--- config.mk ---
export PLATFORM = sky130hd
export DESIGN_NAME = rectified_average_meter
export DESIGN_NICKNAME = d
export VERILOG_FILES = /design/src/rtl/ravm_pkg.sv /design/src/rtl/rectified_average_meter.sv
export VERILOG_INCLUDE_DIRS = /design/src /design/src/rtl
export SDC_FILE = /design/constraint.sdc
export NUM_CORES = 1
export LEC_CHECK = 0
export BUFFER_PORTS_ARGS = -buffer_cell sky130_fd_sc_hd__buf_2
export CAP_MARGIN = 20
export CORE_MARGIN = 2
export CORE_UTILIZATION = 30
export CTS_BUF_LIST = sky130_fd_sc_hd__clkbuf_4
export CTS_CLUSTER_DIAMETER = 200
export DETAILED_ROUTE_END_ITERATION = 8
export SLEW_MARGIN = 20
export SYNTH_ARGS = -nofsm -noshare
export SYNTH_HDL_FRONTEND = slang
export SYNTH_SLANG_ARGS = --single-unit
--- constraint.sdc ---
create_clock -name clk -period 7.24 [get_ports clk]
set_input_delay 1.448 -clock clk [delete_from_list [all_inputs] [get_ports clk]]
set_output_delay 1.448 -clock clk [all_outputs]
set_load 0.1 [all_outputs]
--- src/rtl/rectified_average_meter_macros.svh ---
// Assertion macros for the rectified average meter.
`ifndef RECTIFIED_AVERAGE_METER_MACROS_SVH
`define RECTIFIED_AVERAGE_METER_MACROS_SVH

`ifndef SYNTH
// ante holds at an edge -> cons holds at the same edge
`define RAVM_ASSERT_IMP(label, ck, rn, ante, cons) \
    label: assert property (@(posedge ck) disable iff (!rn) (ante) |-> (cons)) \
        else $error("ravm assertion failed");
// ante holds at an edge -> cons holds at the next edge
`define RAVM_ASSERT_NXT(label, ck, rn, ante, cons) \
    label: assert property (@(posedge ck) disable iff (!rn) (ante) |=> (cons)) \
        else $error("ravm assertion failed");
`else
`define RAVM_ASSERT_IMP(label, ck, rn, ante, cons)
`define RAVM_ASSERT_NXT(label, ck, rn, ante, cons)
`endif

`endif

--- src/rtl/ravm_pkg.sv ---
package ravm_pkg;

    localparam int SAMPLE_BITS    = 10;
    localparam int VALUE_BITS     = 24;
    localparam int TICK_BITS      = 16;
    localparam int SUM_BITS_DEF   = 32;
    localparam int COUNT_BITS_DEF = 16;

    localparam logic [TICK_BITS-1:0] TICKS_RESET = 16'd201;

    localparam logic [2:0] MODE_SAMPLE   = 3'd0;
    localparam logic [2:0] MODE_START    = 3'd1;
    localparam logic [2:0] MODE_TICK     = 3'd2;
    localparam logic [2:0] MODE_READ_AVG = 3'd3;
    localparam logic [2:0] MODE_READ_SUM = 3'd4;
    localparam logic [2:0] MODE_READ_CNT = 3'd5;

    typedef struct packed {
        logic [2:0]             mode;
        logic [SAMPLE_BITS-1:0] raw_sample;
    } cmd_t;

    typedef struct packed {
        logic [VALUE_BITS-1:0] read_value;
        logic                  running;
    } rsp_t;

endpackage

--- src/rtl/rectified_average_meter.sv ---
// Rectified average meter.
// Command channel (cmd_valid / cmd_stall / cmd): one beat per command: sample,
// start interval, tick, read average, read accumulator, read count.
// Response channel (rsp_valid / rsp_stall / rsp): exactly one beat per command,
// in order, carrying the reading (zero while the interval runs) and the
// running flag after the command.
// cfg_write / cfg_data load the interval length in ticks; write only while idle.
// Responses: a response is registered in the cycle after its command is taken,
// except a rounded-average read with a nonzero count, which runs a shift-subtract
// divider one quotient bit a cycle and then registers the quotient.
// Throughput: one command every cycle while responses drain; the divider holds
// cmd_stall high for the length of the division, and a response left waiting
// under rsp_stall holds off the next command.
// Reset clears the interval, sum and count, sets the interval length to 201
// and empties the response register. A stalled response holds its value.
`include "rectified_average_meter_macros.svh"

module rectified_average_meter #(
    parameter int SUM_BITS   = ravm_pkg::SUM_BITS_DEF,
    parameter int COUNT_BITS = ravm_pkg::COUNT_BITS_DEF
) (
    input  logic                                clk,
    input  logic                                rst_n,
    input  logic                                cfg_write,
    input  logic [ravm_pkg::TICK_BITS-1:0]      cfg_data,
    input  logic                                cmd_valid,
    output logic                                cmd_stall,
    input  ravm_pkg::cmd_t                      cmd,
    output logic                                rsp_valid,
    input  logic                                rsp_stall,
    output ravm_pkg::rsp_t                      rsp
);
    import ravm_pkg::*;

    localparam int DVD_W  = SUM_BITS + 2;
    localparam int VSR_W  = COUNT_BITS + 1;
    localparam int CNT_W  = $clog2(DVD_W);
    localparam int SUM1_W = SUM_BITS + 1;

    localparam logic ST_IDLE = 1'b0;
    localparam logic ST_DIV  = 1'b1;

    logic                   state_reg, state_next;
    logic [TICK_BITS-1:0]   ticks_reg, ticks_next;
    logic                   active_reg, active_next;
    logic [TICK_BITS-1:0]   elapsed_reg, elapsed_next;
    logic [SUM_BITS-1:0]    sum_reg, sum_next;
    logic [COUNT_BITS-1:0]  count_reg, count_next;
    logic [DVD_W-1:0]       qr_reg, qr_next;
    logic [VSR_W-1:0]       rem_reg, rem_next;
    logic [CNT_W-1:0]       div_cnt_reg, div_cnt_next;
    logic                   rsp_valid_reg, rsp_valid_next;
    rsp_t                   rsp_reg, rsp_next;

    logic                   cmd_acc;
    logic                   rsp_free;
    logic [SAMPLE_BITS-1:0] mag;
    logic [SUM1_W-1:0]      sum_add;
    logic [TICK_BITS-1:0]   tick_inc;
    logic [VSR_W-1:0]       divisor;
    logic [VSR_W:0]         shifted;
    logic [VSR_W:0]         diff;
    logic                   ge;
    logic [DVD_W-1:0]       qr_step;
    logic [VALUE_BITS-1:0]  value;

    assign rsp_free  = !rsp_valid_reg || !rsp_stall;
    assign cmd_stall = (state_reg != ST_IDLE) || !rsp_free;
    assign cmd_acc   = cmd_valid && !cmd_stall;
    assign rsp_valid = rsp_valid_reg;
    assign rsp       = rsp_reg;

    // two's complement negate gives 2*h - raw for the negative half
    assign mag     = cmd.raw_sample[SAMPLE_BITS-1] ? (~cmd.raw_sample + 1'b1)
                                                   : cmd.raw_sample;
    assign sum_add = {1'b0, sum_reg} + SUM1_W'(mag);
    assign tick_inc = (elapsed_reg != '1) ? elapsed_reg + 1'b1 : elapsed_reg;

    // one restoring step of (2*sum + count) / (2*count)
    assign divisor = {count_reg, 1'b0};
    assign shifted = {rem_reg, qr_reg[DVD_W-1]};
    assign diff    = shifted - {1'b0, divisor};
    assign ge      = (shifted >= {1'b0, divisor});
    assign qr_step = {qr_reg[DVD_W-2:0], ge};

    always_comb
    begin
        state_next     = state_reg;
        ticks_next     = cfg_write ? cfg_data : ticks_reg;
        active_next    = active_reg;
        elapsed_next   = elapsed_reg;
        sum_next       = sum_reg;
        count_next     = count_reg;
        qr_next        = qr_reg;
        rem_next       = rem_reg;
        div_cnt_next   = div_cnt_reg;
        rsp_valid_next = rsp_valid_reg && rsp_stall;
        rsp_next       = rsp_reg;
        value          = '0;

        unique case (state_reg)
            ST_IDLE:
            begin
                if (cmd_acc)
                begin
                    unique case (cmd.mode)
                        MODE_SAMPLE:
                        begin
                            if (active_reg)
                            begin
                                sum_next = sum_add[SUM_BITS] ? '1 : sum_add[SUM_BITS-1:0];
                                if (count_reg != '1)
                                begin
                                    count_next = count_reg + 1'b1;
                                end
                            end
                        end
                        MODE_START:
                        begin
                            if (!active_reg)
                            begin
                                active_next  = 1'b1;
                                elapsed_next = '0;
                                sum_next     = '0;
                                count_next   = '0;
                            end
                        end
                        MODE_TICK:
                        begin
                            if (active_reg)
                            begin
                                elapsed_next = tick_inc;
                                if (tick_inc >= ticks_reg)
                                begin
                                    active_next = 1'b0;
                                end
                            end
                        end
                        MODE_READ_SUM:
                        begin
                            if (!active_reg)
                            begin
                                value = VALUE_BITS'(sum_reg);
                            end
                        end
                        MODE_READ_CNT:
                        begin
                            if (!active_reg)
                            begin
                                value = VALUE_BITS'(count_reg);
                            end
                        end
                        default:
                        begin
                            value = '0;
                        end
                    endcase

                    if (cmd.mode == MODE_READ_AVG && !active_reg && count_reg != '0)
                    begin
                        state_next   = ST_DIV;
                        qr_next      = {1'b0, sum_reg, 1'b0} + DVD_W'(count_reg);
                        rem_next     = '0;
                        div_cnt_next = CNT_W'(DVD_W - 1);
                    end
                    else
                    begin
                        rsp_valid_next      = 1'b1;
                        rsp_next.read_value = value;
                        rsp_next.running    = active_next;
                    end
                end
            end
            ST_DIV:
            begin
                qr_next  = qr_step;
                rem_next = ge ? diff[VSR_W-1:0] : shifted[VSR_W-1:0];
                if (div_cnt_reg == '0)
                begin
                    state_next          = ST_IDLE;
                    rsp_valid_next      = 1'b1;
                    rsp_next.read_value = VALUE_BITS'(qr_step);
                    rsp_next.running    = active_reg;
                end
                else
                begin
                    div_cnt_next = div_cnt_reg - 1'b1;
                end
            end
            default:
            begin
                state_next = ST_IDLE;
            end
        endcase
    end

    always_ff @(posedge clk or negedge rst_n)
    begin
        if (!rst_n)
        begin
            state_reg     <= ST_IDLE;
            ticks_reg     <= TICKS_RESET;
            active_reg    <= 1'b0;
            elapsed_reg   <= '0;
            sum_reg       <= '0;
            count_reg     <= '0;
            div_cnt_reg   <= '0;
            rsp_valid_reg <= 1'b0;
        end
        else
        begin
            state_reg     <= state_next;
            ticks_reg     <= ticks_next;
            active_reg    <= active_next;
            elapsed_reg   <= elapsed_next;
            sum_reg       <= sum_next;
            count_reg     <= count_next;
            div_cnt_reg   <= div_cnt_next;
            rsp_valid_reg <= rsp_valid_next;
        end
    end

    always_ff @(posedge clk)
    begin
        qr_reg  <= qr_next;
        rem_reg <= rem_next;
        rsp_reg <= rsp_next;
    end

    `RAVM_ASSERT_IMP(a_div_blocks_cmd, clk, rst_n, state_reg == ST_DIV, cmd_stall)
    `RAVM_ASSERT_IMP(a_div_no_rsp, clk, rst_n, state_reg == ST_DIV, !rsp_valid_reg)
    `RAVM_ASSERT_NXT(a_div_done, clk, rst_n,
        state_reg == ST_DIV && div_cnt_reg == '0, state_reg == ST_IDLE && rsp_valid_reg)
    `RAVM_ASSERT_IMP(a_running_flag, clk, rst_n, rsp_valid_reg, rsp_reg.running == active_reg)
    `RAVM_ASSERT_NXT(a_start_clears, clk, rst_n,
        cmd_acc && cmd.mode == MODE_START && !active_reg,
        active_reg && sum_reg == '0 && count_reg == '0 && elapsed_reg == '0)

endmodule

==> flow_metrics.py, run 1 <==
metrics = {
    "detailed_routing": {
        "drc": 0,
        "avgViaCountPerCell": 5.34,
        "wl_um": 27700,
        "detail_route.wl_per_cell_um": 16.5,
        "routed-via-count": 8958,
        "dr.pass1.iters": 6,
        "final_antenna_net_count": 0,
        "dr.first_iter.drc_count": 623,
    },
    "floorplanning": {
        "io_pins": 61,
        "dieArea_um2": 36900,
        "row_count": 68,
        "start_util_pct": 30.6,
        "die_width_um": 192,
        "die_height_um": 192,
        "core-area_um2": 34700,
    },
    "clocking": {
        "clockBufferDepth": 2,
        "cts_hold_buf": 0,
        "clock_latency_ps": 590,
        "htreeDepth": 4,
        "numCtsBuffers": 17,
        "root_buffer": "clkbuf_4",
        "cts_tree": "built",
        "cts_resized": 0,
        "numClockSinks": 165,
        "cts_setup_buffers": 0,
        "clk_pin_slew_worst_paths_ps": 150,
    },
    "logic_synthesis": {
        "synth_area_um2": 10600,
        "synth_top_family_by_area": "compound AO/OA/AOI/OAI gates",
        "muxShareOfSynthArea_pct": 0.507,
        "synth_warnings": 0,
        "synth_cell_types": 79,
        "synth_common_cells": "nand2_1, o21ai_0, nor2_1",
        "synth.most_common_cell": "nand2_1",
        "synth-seq-cells": 165,
        "synthXorXnorAreaFrac_pct": 5.28,
        "synth-edff-count": 76,
        "synthArstFlopShare_pct": 53.9,
        "synthCells": 1174,
        "yosysTopAreaCell": "edfxtp_1",
        "yosys.area_share.simple_pct": 18.0,
        "synth_compound_area_share_pct": 21.4,
        "synthAdderAreaFrac_pct": 7.87,
        "syn_nets": 1273,
        "synthFlopType": "dfrtp_1",
        "ys_seq_area_share_pct": 42.5,
        "synth.top_cell.area_share_pct": 21.5,
        "ys_top_cells_by_area": "edfxtp_1, dfrtp_1, ha_1, o21ai_0, nand2_1",
        "syn_area_per_cell_um2": 9.04,
    },
    "setup_path": {
        "max_stage_delay_ps": 410,
        "critPathBufInv": 2,
        "path_max_fanout": 12,
        "start_kind": "input port",
        "required_ps": 7740,
        "crit_chain": "buf_2 > or3_1 > nor3_1 > nand3_1 > nor4b_1 > ha_1 > inv_1 > nor4_1 > a41o_1 > nand2_1 > and2_1 > a311oi_1",
        "crit_slowest_cell": "or3_1",
        "end_kind": "flip-flop",
        "cp.arrival_ps": 4450,
        "critical_path_class": "input port to flip-flop",
        "crit_family": "simple AND/OR/NAND/NOR gates",
    },
    "timing": {
        "worst_pin_slew_ps": 1080,
        "setup_ws_ps": 3290,
        "fmaxAchievable_mhz": 253,
        "rsz0062_at_grt": "no",
        "skew_ps": 24.9,
        "hold_viol_final": 0,
        "relSlewSlack_pct": 28.0,
        "finalSetupViolCount": 0,
        "drv_slew": 0,
        "setup-tns-final_ps": 0,
        "fin_crit_sh_pct": 54.6,
        "finalWorstPathRequiredPeriod_ps": 3950,
    },
    "status": {
        "outcome": "complete, no violations",
    },
    "layout": {
        "final_area_um2": 11600,
        "final_cells": 1676,
        "final_nets": 1305,
        "layout-drive-gt1-share_pct": 10.1,
        "area_growth_pct": 9.30,
        "largest_reg_flops": 34,
    },
    "global_route": {
        "grt_max_degree": 69,
        "overflow": 0,
        "grt_pass1_vias": 8653,
        "grt_pass1_wl_um": 45500,
        "grt_usage_pct": 15.6,
        "grt_antenna_before_repair": 3,
    },
    "placement": {
        "port_buffers": 60,
        "dp_slack_ps": 2680,
        "dp.cells": 1642,
        "placed_area_um2": 11300,
        "dp_hpwl_um": 19900,
        "place_congestion": 0.864,
    },
    "power_and_ir_drop": {
        "power_density_nw_per_um2": 144,
        "leakagePower_nw": 4.80,
        "ir_worst_vdd_mv": 0.132,
    },
    "min_path": {
        "hold_path.class": "flip-flop to flip-flop",
    },
    "flow_run": {
        "maxCapViolations": 0,
    },
}
cell usage in the layout, fill, tap and decap left out, types with 5 or more instances in the layout:
master      n
nand4_1    13
dfrtp_1    84
o21a_1      5
or4_1       6
nand3_1    48
buf_2      59
nor2b_1     8
a311oi_1    8
o211ai_1   11
clkbuf_4   19
nand2b_1    9
o21ai_1     9
and3_1     14
a22o_1      6
buf_4       8
ha_1       62
nor4_1     11
a21o_1     22
and2_1     14
or3_1      10
and4_1      6
o31ai_1    16
a21oi_1    67
o21ai_0   133
nor2_1     90
nand2_1   137
o22a_1      5
inv_1      59
a22oi_1    16
a31oi_1    15
xor2_1     27
a211oi_1   13
xnor2_1    37
edfxtp_1   76
nor3_1     14
logic make-up after synthesis:
family / count (synthesis)
and+or+nand+nor: 401
muxes: 5
xor gates and xnor gates: 64
buffers and inverters: 113
adders and majority gates: 65
DFF: 165
AOI/OAI and AO/OA: 361
where the power goes:
group | internal, W | total, W | switching, W
Sequential | 0.000986 | 0.000995 | 0.00000930
Clock | 0.000182 | 0.000546 | 0.000364
Combinational | 0.0000517 | 0.000131 | 0.0000791
Total | 0.00122 | 0.00167 | 0.000452
stage by stage:
| stage | hold slack [ps] | total power [W] | util [%] |
|---|---|---|---|
| after floorplan | 462 | 0.00110 | - |
| after global placement | 492 | 0.00114 | 32.6 |
| after detailed placement | 492 | 0.00115 | 32.6 |
| after CTS | 514 | 0.00169 | 33.4 |
| after global routing | 529 | 0.00175 | 33.4 |
| final | 519 | 0.00167 | 33.4 |
area by class of cell:
class	instances	area [µm²]
Tap cell	455	569
Timing Repair Buffer	67	355
Inverter	59	221
Multi-Input combinational cell	896	5670
Fill cell	3667	23100
Antenna cell	2	5.00
Clock buffer	19	143
Clock inverter	13	121
Sequential cell	165	4520
metal layers:
| layer | up-vias | part of all wire (%) | GRT usage, % |
|---|---|---|---|
| li1 | 4366 | - | - |
| met1 | 4311 | 46 | 20.8 |
| met2 | 239 | 46 | 25.5 |
| met3 | 40 | 5.3 | 3.09 |
| met4 | 2 | 1.9 | 4.29 |
| met5 | - | 0.058 | 0 |
worst reg2reg max path: cells and delay by family, from the launching register on:
kind,cells,cell delay [ps]
simple gates,5,1240
fa+ha+maj,2,520
xor+xnor,1,210
flops,1,440
compound gates,4,990
worst paths after layout:
check / from / end / slack [ps] / cells past startpoint
hold / removal: div_cnt_reg[0]$_DFFE_PN0P_ / div_cnt_reg[0]$_DFFE_PN0P_ / 520 / 1
min in group asynchronous: rst_n / sum_reg[16]$_DFFE_PN0P_ / 790 / 1
setup reg to reg: elapsed_reg[0]$_DFFE_PN0P_ / rsp[0]$_DFFE_PP_ / 3670 / 12
setup / recovery: cmd[3] / sum_reg[23]$_DFFE_PN0P_ / 3290 / 12
hold reg to reg: div_cnt_reg[0]$_DFFE_PN0P_ / div_cnt_reg[0]$_DFFE_PN0P_ / 520 / 1
max in group asynchronous: rst_n / sum_reg[5]$_DFFE_PN0P_ / 5350 / 2
No activity file was read; power rests on OpenSTA's default activity.
==> run 2, diff against run 1 <==
--- a/config.mk
+++ b/config.mk
@@ -6,6 +6,7 @@
 export SDC_FILE = /design/constraint.sdc
 export NUM_CORES = 1
 export LEC_CHECK = 0
+export ABC_AREA = 1
 export BUFFER_PORTS_ARGS = -buffer_cell sky130_fd_sc_hd__buf_2
 export CAP_MARGIN = 20
 export CORE_MARGIN = 2
==> constraint.sdc (replaced) <==
create_clock -name clk -period 4.1 [get_ports clk]
set_input_delay 0.82 -clock clk [delete_from_list [all_inputs] [get_ports clk]]
set_output_delay 0.82 -clock clk [all_outputs]
set_load 0.1 [all_outputs]
==> run 2 against run 1 <==
Compared with the run above: core utilization about the same; highest routed layer unchanged; largest power group is now combinational logic; register-to-register slack lost 2900 ps; critical path type is now flip-flop to flip-flop; critical endpoint is now rsp[0]$_DFFE_PP_; worst setup slack got worse by 2500 ps.
==> flow_metrics.py, run 2 <==
metrics = {
    "status": {
        "outcome": "complete, no violations",
    },
    "global_route": {
        "grt_max_degree": 71,
        "met3_usage_pct": 3.14,
        "grt_antenna_before_repair": 1,
        "grt.busiest_layer": "met2",
        "overflow": 0,
        "grt_pass1_wl_um": 58200,
        "grt_use_met1_pct": 23.2,
        "grt_usage_pct": 18.4,
        "grt_util_met2_pct": 31.0,
        "grt_pass1_vias": 10708,
    },
    "timing": {
        "hold_viol_final": 0,
        "drv_slew": 0,
        "finalSetupViolCount": 0,
        "rsz0062_at_grt": "no",
        "whs_ps": 111,
        "worst_pin_slew_ps": 859,
        "finalWorstPathRequiredPeriod_ps": 3350,
        "setup-tns-final_ps": 0,
        "setup_ws_ps": 748,
        "skew_ps": 50.4,
        "fin_crit_sh_pct": 81.8,
        "fmaxAchievable_mhz": 298,
        "relSlewSlack_pct": 42.6,
    },
    "setup_path": {
        "cp.arrival_ps": 3910,
        "end_kind": "flip-flop",
        "path_max_fanout": 15,
        "start_kind": "flip-flop",
        "rr_worst_depth": 18,
        "reg2reg_to": "rsp[0]$_DFFE_PP_",
        "critical_path_class": "flip-flop to flip-flop",
        "required_ps": 4660,
        "timing.rr.start": "elapsed_reg[0]$_DFFE_PN0P_",
        "ff2ff_setup_slack_ps": 750,
    },
    "power_and_ir_drop": {
        "clock_power_share_pct": 12.4,
        "comb_power_share_pct": 53.3,
        "ir_worst_vdd_mv": 0.270,
        "p_int_w": 0.00396,
        "swShare_pct": 51.6,
        "pwr-share-seq_pct": 34.3,
        "p_switching_w": 0.00423,
        "power_density_nw_per_um2": 633,
        "leakagePower_nw": 6.09,
    },
    "clocking": {
        "clk_pin_slew_worst_paths_ps": 200,
        "clock_latency_ps": 770,
        "numClockSinks": 165,
        "htreeDepth": 4,
        "cts_setup_buffers": 0,
        "cts_tree": "built",
        "clockBufferDepth": 2,
        "root_buffer": "clkbuf_4",
        "cts_resized": 0,
        "numCtsBuffers": 17,
        "cts_hold_buf": 0,
    },
    "placement": {
        "dp_slack_ps": 390,
        "place_congestion": 0.915,
        "port_buffers": 60,
        "dp_hpwl_um": 28000,
    },
    "logic_synthesis": {
        "ys_top_cells_by_area": "edfxtp_1, dfrtp_1, nand2_1, ha_1, inv_1",
        "synthFlopType": "dfrtp_1",
        "synth.top_cell.area_share_pct": 19.3,
        "syn_area_per_cell_um2": 7.06,
        "yosys.area_share.simple_pct": 32.8,
        "synth_compound_area_share_pct": 10.4,
        "synth_area_um2": 11800,
        "synthCells": 1672,
        "synth_common_cells": "nand2_1, inv_1, nor2_1",
        "synth_top_family_by_area": "simple AND/OR/NAND/NOR gates",
        "yosysTopAreaCell": "edfxtp_1",
        "synth-edff-count": 76,
        "synth.most_common_cell": "nand2_1",
        "synth-seq-cells": 165,
        "ys_seq_area_share_pct": 38.2,
        "synthAdderAreaFrac_pct": 7.08,
        "synthXorXnorAreaFrac_pct": 3.19,
        "muxShareOfSynthArea_pct": 0.0954,
        "synthArstFlopShare_pct": 53.9,
        "syn_nets": 1771,
        "synth_warnings": 0,
        "synth_cell_types": 43,
    },
    "floorplanning": {
        "start_util_pct": 30.5,
        "die_width_um": 202,
        "die_height_um": 202,
        "io_pins": 61,
        "row_count": 72,
        "core-area_um2": 38700,
        "dieArea_um2": 41000,
    },
    "layout": {
        "nFillCells": 4202,
        "area_growth_pct": 9.60,
        "largest_reg_flops": 34,
        "final_cell_mix": "nand2_1, inv_1, nor2_1, nand3_1, o21ai_0",
        "layout_commonest_cell": "nand2_1",
        "layout-drive-gt1-share_pct": 8.16,
        "final_nets": 1815,
    },
    "detailed_routing": {
        "final_antenna_net_count": 0,
        "drc": 0,
        "detail_route.wl_per_cell_um": 16.2,
        "routed-via-count": 11061,
        "dr.pass1.iters": 5,
        "wl_um": 36400,
        "avgViaCountPerCell": 4.92,
        "dr.first_iter.drc_count": 784,
    },
    "flow_run": {
        "maxCapViolations": 0,
    },
    "min_path": {
        "hold_path.class": "input port to asynchronous set/reset pin",
    },
}
## run 2: metrics by stage
step / area (µm²) / total power (W) / instances / utilization (%)
after floorplan: 11800 / 0.00600 / 1672 / -
after global placement: 12700 / 0.00715 / 2215 / 32.7
after detailed placement: 12700 / 0.00720 / 2215 / 32.7
after CTS: 12900 / 0.00825 / 2247 / 33.4
after global routing: 12900 / 0.00891 / 2248 / 33.4
final: 12900 / 0.00820 / 2250 / 33.4
## run 2: final cells by class
| class | count | area (µm²) | area share (%) |
|---|---|---|---|
| Clock buffer | 17 | 128 | 0.986 |
| Clock inverter | 15 | 146 | 1.13 |
| Antenna cell | 3 | 7.51 | 0.0580 |
| Sequential cell | 165 | 4520 | 34.9 |
| Multi-Input combinational cell | 1262 | 6330 | 48.9 |
| Timing Repair Buffer | 73 | 425 | 3.29 |
| Tap cell | 518 | 648 | 5.01 |
| Inverter | 197 | 741 | 5.72 |
## run 2: per-layer routing
metal | routed length [µm] | vias up
li1 | - | 5567
met5 | 13 | -
met2 | 17200 | 258
met1 | 16600 | 5165
met4 | 1130 | 2
met3 | 1460 | 69
## run 2: cell families (layout without fill, tap and decap cells)
| logic type | after synthesis | in the layout |
|---|---|---|
| AO/OA/AOI/OAI | 227 | 227 |
| XOR/XNOR | 43 | 43 |
| adder cells (fa/ha/maj) | 65 | 65 |
| buffers and inverters | 245 | 302 |
| flip-flops | 165 | 165 |
| multiplexers | 1 | 1 |
| other | 0 | 3 |
| AND/OR/NAND/NOR | 926 | 926 |
## run 2: worst max-delay path by stage
stage                     depth (start not counted)                       start                      end
after floorplan                                  17                      cmd[1]  sum_reg[17]$_DFFE_PN0P_
after global routing                             23  elapsed_reg[0]$_DFFE_PN0P_         rsp[0]$_DFFE_PP_
after detailed placement                         17                      cmd[1]   sum_reg[7]$_DFFE_PN0P_
after CTS                                        18  elapsed_reg[0]$_DFFE_PN0P_         rsp[0]$_DFFE_PP_
final                                            18  elapsed_reg[0]$_DFFE_PN0P_         rsp[0]$_DFFE_PP_
after global placement                           17                      cmd[0]  sum_reg[30]$_DFFE_PN0P_
## run 2: worst max-delay path: stages, from the launching register on
cell and delay [ps]:
dfrtp_1 480, ha_1 220, and3_1 230, nand2_1 100
nor2_2 190, nand3_2 140, nor2_2 170, inv_2 140
a21oi_1 220, ha_1 160, nand4_1 90, nor3_1 230
nand3_1 120, nand3_1 180, nand2_1 130, nand2_1 80
nand2_1 120, nand2_1 110, nand2_1 70
## run 2: power groups by stage
stage / Sequential (W) / Combinational (W) / Clock (W)
5_1_grt: 0.00287 / 0.00493 / 0.00111
3_5_place_dp: 0.00284 / 0.00436 / 0
2_1_floorplan: 0.00322 / 0.00279 / 0
6_report: 0.00281 / 0.00437 / 0.00102
3_3_place_gp: 0.00284 / 0.00431 / 0
4_1_cts: 0.00281 / 0.00438 / 0.00107
==> run 3, diff against run 2 <==
==> constraint.sdc (replaced) <==
create_clock -name clk -period 3.2 [get_ports clk]
set_input_delay 0.64 -clock clk [delete_from_list [all_inputs] [get_ports clk]]
set_output_delay 0.64 -clock clk [all_outputs]
set_load 0.1 [all_outputs]
==> run 3 against run 2 <==
Compared with the run above: global-route usage shrank 0.28 points; critical path depth did not move; sequential power rose by 27%; cell count rose by 0.98%; worst setup slack worse by 560 ps; largest cell class unchanged; largest power group unchanged.
==> flow_metrics.py, run 3 (synthesized netlist as in run 2, its figures left out) <==
metrics = {
    "status": {
        "outcome": "complete, no violations",
    },
    "layout": {
        "layout_commonest_cell": "nand2_1",
        "final_cell_mix": "nand2_1, inv_1, nor2_1, nand3_1, o21ai_0",
        "largest_reg_flops": 34,
        "layout-drive-gt1-share_pct": 9.93,
        "nFillCells": 4216,
        "multiInputGateArea_um2": 6390,
        "regArea_um2": 4520,
        "final_nets": 1839,
        "area_growth_pct": 11.6,
    },
    "timing": {
        "hold_viol_final": 0,
        "worst_pin_slew_ps": 1050,
        "fin_crit_sh_pct": 94.1,
        "finalSetupViolCount": 0,
        "drv_slew": 0,
        "rsz0062_at_grt": "no",
        "skew_ps": 32.5,
        "relSlewSlack_pct": 29.9,
        "fmaxAchievable_mhz": 332,
        "finalWorstPathRequiredPeriod_ps": 3010,
        "setup_ws_ps": 190,
    },
    "setup_path": {
        "required_ps": 3730,
        "critical_path_class": "flip-flop to flip-flop",
        "path_max_fanout": 4,
        "end_kind": "flip-flop",
        "cp.arrival_ps": 3540,
        "start_kind": "flip-flop",
    },
    "floorplanning": {
        "start_util_pct": 30.5,
        "core-area_um2": 38700,
        "dieArea_um2": 41000,
        "die_height_um": 202,
        "io_pins": 61,
        "row_count": 72,
        "die_width_um": 202,
    },
    "power_and_ir_drop": {
        "clock_power_share_pct": 11.6,
        "swShare_pct": 51.4,
        "power_density_nw_per_um2": 797,
        "comb_power_share_pct": 54.6,
        "p_switching_w": 0.00539,
        "p_total_w": 0.0105,
        "leakagePower_nw": 6.20,
        "pwr-share-seq_pct": 33.9,
        "p_int_w": 0.00511,
        "ir_worst_vdd_mv": 0.412,
    },
    "global_route": {
        "grt_antenna_before_repair": 1,
        "grt_pass1_wl_um": 58400,
        "grt_pass1_vias": 10993,
        "overflow": 0,
        "grt_usage_pct": 18.1,
        "grt_max_degree": 71,
    },
    "placement": {
        "dp_hpwl_um": 27900,
        "port_buffers": 60,
        "place_congestion": 0.961,
        "dp_slack_ps": -143,
    },
    "clocking": {
        "clk_pin_slew_worst_paths_ps": 150,
        "htreeDepth": 4,
        "numCtsBuffers": 17,
        "cts_tree": "built",
        "clock_latency_ps": 660,
        "clockBufferDepth": 2,
        "numClockSinks": 165,
        "root_buffer": "clkbuf_4",
    },
    "detailed_routing": {
        "wl_um": 36200,
        "final_antenna_net_count": 0,
        "drc": 0,
        "dr.first_iter.drc_count": 963,
        "detail_route.wl_per_cell_um": 15.9,
        "avgViaCountPerCell": 4.93,
        "routed-via-count": 11208,
        "dr.pass1.iters": 7,
    },
    "min_path": {
        "hold_path.class": "input port to asynchronous set/reset pin",
    },
    "flow_run": {
        "maxCapViolations": 0,
    },
}
-- run 3: cell count changes in the layout (fill, tap and decap cells not counted), sizes merged --
cell / before / now
bufinv: 1 / 0
buf: 73 / 97
diode: 3 / 1
inv: 201 / 200
clkinvlp: 1 / 2
clkbuf: 17 / 19
clkinv: 9 / 8
-- run 3: path summary, 6_finish.rpt --
path	from	to	slack [ps]	cells after the start
worst max-delay path	elapsed_reg[3]$_DFFE_PN0P_	rsp[0]$_DFFE_PP_	190	18
worst min-delay path	rst_n	elapsed_reg[7]$_DFFE_PN0P_	30	1
worst max register to register	elapsed_reg[3]$_DFFE_PN0P_	rsp[0]$_DFFE_PP_	190	18
worst min register to register	div_cnt_reg[0]$_DFFE_PN0P_	div_cnt_reg[0]$_DFFE_PN0P_	510	1
max in group asynchronous	rst_n	count_reg[0]$_DFFE_PN0P_	2400	2
min in group clk	cfg_data[11]	ticks_reg[11]$_DFFE_PN0P_	190	3
-- run 3: routing by layer --
metal | wire, µm | part of all wire (%) | up-vias | GRT usage, %
met5 | 0 | 0 | - | 0
met4 | 906 | 2.5 | 0 | 5.74
li1 | - | - | 5607 | -
met3 | 2080 | 5.7 | 54 | 4.16
met1 | 16300 | 45 | 5271 | 23.3
met2 | 16900 | 47 | 276 | 30.2
-- run 3: per-stage QoR --
stage	utilization [%]	cells	instance area, µm²	setup TNS (ps)	hold WS, ps
after floorplan	-	1672	11800	0	344
after global placement	33.2	2238	12900	-155	485
after detailed placement	33.2	2238	12900	-2770	491
after CTS	33.8	2270	13100	0	15.7
after global routing	34.0	2272	13200	0	28.9
final	34.0	2272	13200	0	30.0
-- run 3: layout make-up --
| class | instances | area share [%] |
|---|---|---|
| multi-input cells | 1262 | 48.5 |
| flip-flops and latches | 165 | 34.3 |
| inverters | 197 | 5.66 |
| well taps | 518 | 4.92 |
| repair buffers | 97 | 4.81 |
| clock buffers | 19 | 1.08 |
| clock inverters | 13 | 0.760 |
| diodes | 1 | 0.0190 |
-- run 3: power groups by stage --
| stage | Combinational, W | Clock [W] | Sequential (W) |
|---|---|---|---|
| floorplan | 0.00357 | 0 | 0.00412 |
| global route | 0.00647 | 0.00133 | 0.00363 |
| detailed placement | 0.00568 | 0 | 0.00359 |
| finish | 0.00573 | 0.00121 | 0.00356 |
| CTS | 0.00571 | 0.00126 | 0.00355 |
| global placement | 0.00560 | 0 | 0.00359 |
-- run 3: timing repair --
action,in CTS,in global routing
endpoints found under the setup margin,1,2
resized for setup,1,15
hold buffers,0,0
pin swaps,0,6
setup buffers,0,1
-- run 3: critical path, stage by stage, from the launching register on --
cell and delay (ps):
dfrtp_1 440, inv_1 100, nor3_1 240, nand2_1 110, inv_1 120, nand2_1 100
nor2_1 120, nor2_1 50, a21oi_1 190, ha_1 290, a21oi_1 150, o21ai_0 110
a21oi_1 200, nand3_2 170, nand2_2 110, nand2_1 60, nand2_2 170, nand2_2 70
nand2_1 90
